[src/design/vna_ram.sv]
module vna_ram #(
    parameter int WIDTH = 8,
    parameter int DEPTH = 16,
    localparam int AW = (DEPTH > 1) ? $clog2(DEPTH) : 1
) (
    input  logic             clk,
    input  logic             we,
    input  logic [AW-1:0]    waddr,
    input  logic [WIDTH-1:0] wdata,
    input  logic [AW-1:0]    raddr,
    output logic [WIDTH-1:0] rdata
);

    logic [WIDTH-1:0] mem [DEPTH];
    logic [WIDTH-1:0] rdata_reg;

    always_ff @(posedge clk)
    begin
        if (we)
        begin
            mem[waddr] <= wdata;
        end
        rdata_reg <= mem[raddr];
    end

    assign rdata = rdata_reg;

endmodule

[config.mk]
export PLATFORM = sky130hd
export DESIGN_NAME = vna_ram
export DESIGN_NICKNAME = d
export VERILOG_FILES = /design/src/design/vna_ram.sv
export SDC_FILE = /design/constraint.sdc
export NUM_CORES = 1
export LEC_CHECK = 0
export BUFFER_PORTS_ARGS = -buffer_cell sky130_fd_sc_hd__buf_2
export CAP_MARGIN = 5
export CORE_ASPECT_RATIO = 1.4
export CORE_MARGIN = 1.5
export CORE_UTILIZATION = 45
export DETAILED_ROUTE_END_ITERATION = 7
export REMOVE_ABC_BUFFERS = 1
export SETUP_SLACK_MARGIN = 0.4
export SYNTH_ARGS = -nofsm -noshare
export SYNTH_HDL_FRONTEND = slang
export SYNTH_SLANG_ARGS = --single-unit
[constraint.sdc]
create_clock -name clk -period 1.75 [get_ports clk]
set_clock_uncertainty 0.2 [all_clocks]
set_input_delay 0.0875 -clock clk [delete_from_list [all_inputs] [get_ports clk]]
set_output_delay 0.0875 -clock clk [all_outputs]
set_load 0.01 [all_outputs]
==> summary.md <==
| Metric | Value |
|---|---|
| Status | finished clean |
| HP Start | waddr[0] |
| Slew Limit Fails | 0 |
| NumNets Final | 315 |
| Port bufs | 25 |
| Final wirelength | 9.807 mm |
| Max-cap violation count | 0 |
| RSZ-0062 raised after global routing | yes |
| # IOs | 26 |
| Worst Setup Start Kind | flip-flop |
| Cell Area, Synth | 5147 um^2 |
| H-tree depth | 4 |
| Placer Congestion | 0.8140 |
| Top-count cell post-synth | edfxtp_1 |
| Syn. warnings | 0 |
| CTS tree | done |
| Initial antenna violation count | 0 |
| N_diodes | 0 |
| Worst-case clock buffer depth | 2 |
| Fin. Hold Viols | 0 |
| GR Util met3 | 0.06514 |
| Post-synth top cells | edfxtp_1, mux4_2, a22oi_1 |
| Hold EP | mem[4][0] |
| DRC viols | 0 |
| CP arrival | 1.57 ns |
| DR vias | ~2.4k |
| Max transition margin | 0.7049 |
| Maximum number of pins on one net before global-route repair | 33 |
| Synth cell types | 19 |
| Die H | 129.5 um |
| Fillcell total | ~860 |
| Worst VDD drop | 0.6460 mV |
| Placed inst area | around 5600 um^2 |
| Synth top area cells | edfxtp_1, mux4_2, mux4_1 |
| Reg2reg end | rdata[1] |
| Crit. End Element | flip-flop |
| Layout cells sized above 1 | 0.3774 |
| Detailed Route Iter0 Violations | 81 |
| Avg Vias per Cell | about 5.4 |
| Clock Pin Slew Worst Setup and Hold Paths | approximately 0.060 ns |
| Worst-Margin Slew | 0.4427 ns |
| Post-layout min period | between 1 and 1.5 ns |
| Setup tns final | 0 ns |
| Grt ovf | 0 |
| Dpl hpwl | around 6.3 mm |
| F_max | around 0.68 GHz |
| Final Cell Area | between 6000 and 7000 um^2 |
| Max FFs per register | between 100 and 150 |
| Vias in the first global route | around 2.6k |
| Grt peak-use layer | met2 |
| Root buf cell | clkbuf_16 |
| CTS Buf Count | 17 |
| WP data required | roughly 1.9 ns |
| GRT Resource Usage Total | 0.1853 |
| Reg2Reg Depth | 3 |
| Post-Syn Instances | ~230 |
| Initial DRT Pass Iterations | 4 |
| Met2 usage | 0.3052 |
| Wire length per cell | ~22 um |
| TritonCTS Sinks | between 100 and 150 |
| Synth area leader | edfxtp_1 |
| Grt met1 use | 0.2236 |
| First-pass GRT wire length | 15.36 mm |
| R2r setup slk | roughly 0.28 ns |
| Final period utilization | 0.8426 |
| Hold crit path type | input port to flip-flop |
| Number of synthesized register bits | roughly 140 |
| Top-area cell type share of the netlist area | 0.7467 |
| Row Count | 46 |
| Antenna-violating nets left | 0 |
| Power Density | between 1000 and 1500 nW/um^2 |
| Die Wd | 93.39 um |
| Post-synth EDFFs | between 100 and 150 |
| Core area | around 11000 um^2 |
| R2R Path Start | mem[2][1] |
| Synth Flop Type | edfxtp_1 |
| Final core occ | 0.5620 |
| Post-synthesis average cell area | approximately 22 um^2 |
| Leakage | approximately 2.1 nW |
| Worst-Skew Late Latency | around 0.42 ns |
| Worst-path maximum fanout | 1 |
| Ys async rst share | 0 |
| Critical path class | flip-flop to flip-flop |
| Die area | 12100 um^2 |
| Initial core utilization | 0.4586 |
| Hold depth | 3 |
| Seq/Total Area, Yosys | 0.7778 |
| Area grow syn2layout | 22.53% |
| # setup viols final | 0 |
## routing by layer
metal,vias up,share of wire,routed length [um]
li1,1093,-,-
met1,1276,0.41,4045
met2,56,0.52,5133
met3,18,0.042,416
met4,0,0.022,212
met5,-,0,0
## stage by stage
step / total power [mW] / hold slack [ns] / std cells / setup slack (ns)
2_1_floorplan: 3.881 / -0.01363 / 219 / -0.03037
3_3_place_gp: 4.079 / 0.2793 / 414 / 0.03511
3_5_place_dp: 4.090 / 0.2917 / 414 / 0.01117
4_1_cts: 7.902 / 0.01189 / 454 / 0.2685
5_1_grt: 8.069 / 0.03602 / 454 / 0.2327
6_report: 7.835 / 0.02832 / 454 / 0.2754
## kinds of logic after synthesis
kind of cell	Yosys count	synth area share
AO/OA/AOI/OAI	16	0.02334
buffers and inverters	10	0.01677
flip-flops	136	0.7778
multiplexers	32	0.1502
AND/OR/NAND/NOR	35	0.03184
## power breakdown
group / switching (mW) / internal, mW
Sequential: 0.0214 / 3.64
Clock: 1.28 / 2.51
Combinational: 0.205 / 0.176
Total: 1.51 / 6.33
## cells in the final DEF, fill, tap and decap left out, drive strengths merged
cell type,synthesis,routed
nor2b,1,1
clkbuf,0,18
clkinvlp,0,2
dlygate4sd3,0,8
nand2,9,9
nand3b,2,2
dfxtp,8,8
and2,1,1
clkinv,0,7
bufinv,0,5
mux4,32,32
nor2,13,13
buf,7,51
nand2b,2,2
nor3,4,4
edfxtp,128,128
a22oi,16,16
or3b,1,1
and2b,1,1
nand3,1,1
## worst max-delay path by stage
stage,start,endpoint,slack [ns],depth (start not counted)
after floorplan,waddr[2],mem[0][0],-0.03,2
after global placement,raddr[0],rdata[1],0.04,5
after detailed placement,raddr[0],rdata[1],0.01,5
after CTS,mem[2][1],rdata[1],0.27,3
after global routing,mem[2][1],rdata[1],0.23,3
final,mem[2][1],rdata[1],0.28,3
## critical path, cell delays in order (launching register included)
cell	delay (ns)
edfxtp_1	0.38
mux4_2	0.48
a22oi_2	0.19
nand2_1	0.10
## layout make-up
class                      count  area (um^2)  share of cell area
sequential                   136         4004              0.6348
multi-input combinational     83         1051              0.1666
timing repair buffer          59        437.9             0.06943
clock buffer                  18        429.2             0.06804
clock inverter                14        205.2             0.03253
tap                          144        180.2             0.02857
## timing repair
action / 4_1_cts / 5_1_grt
endpoints found under the setup margin: 8 / 8
hold buffers: 8 / 0
gates cloned: 0 / 0
hold endpoints to repair: 128 / 0
setup buffers: 0 / 0
resized for setup: 17 / 1
pin swaps: 12 / 1
Note: power is estimated with default switching activity, not from simulation.
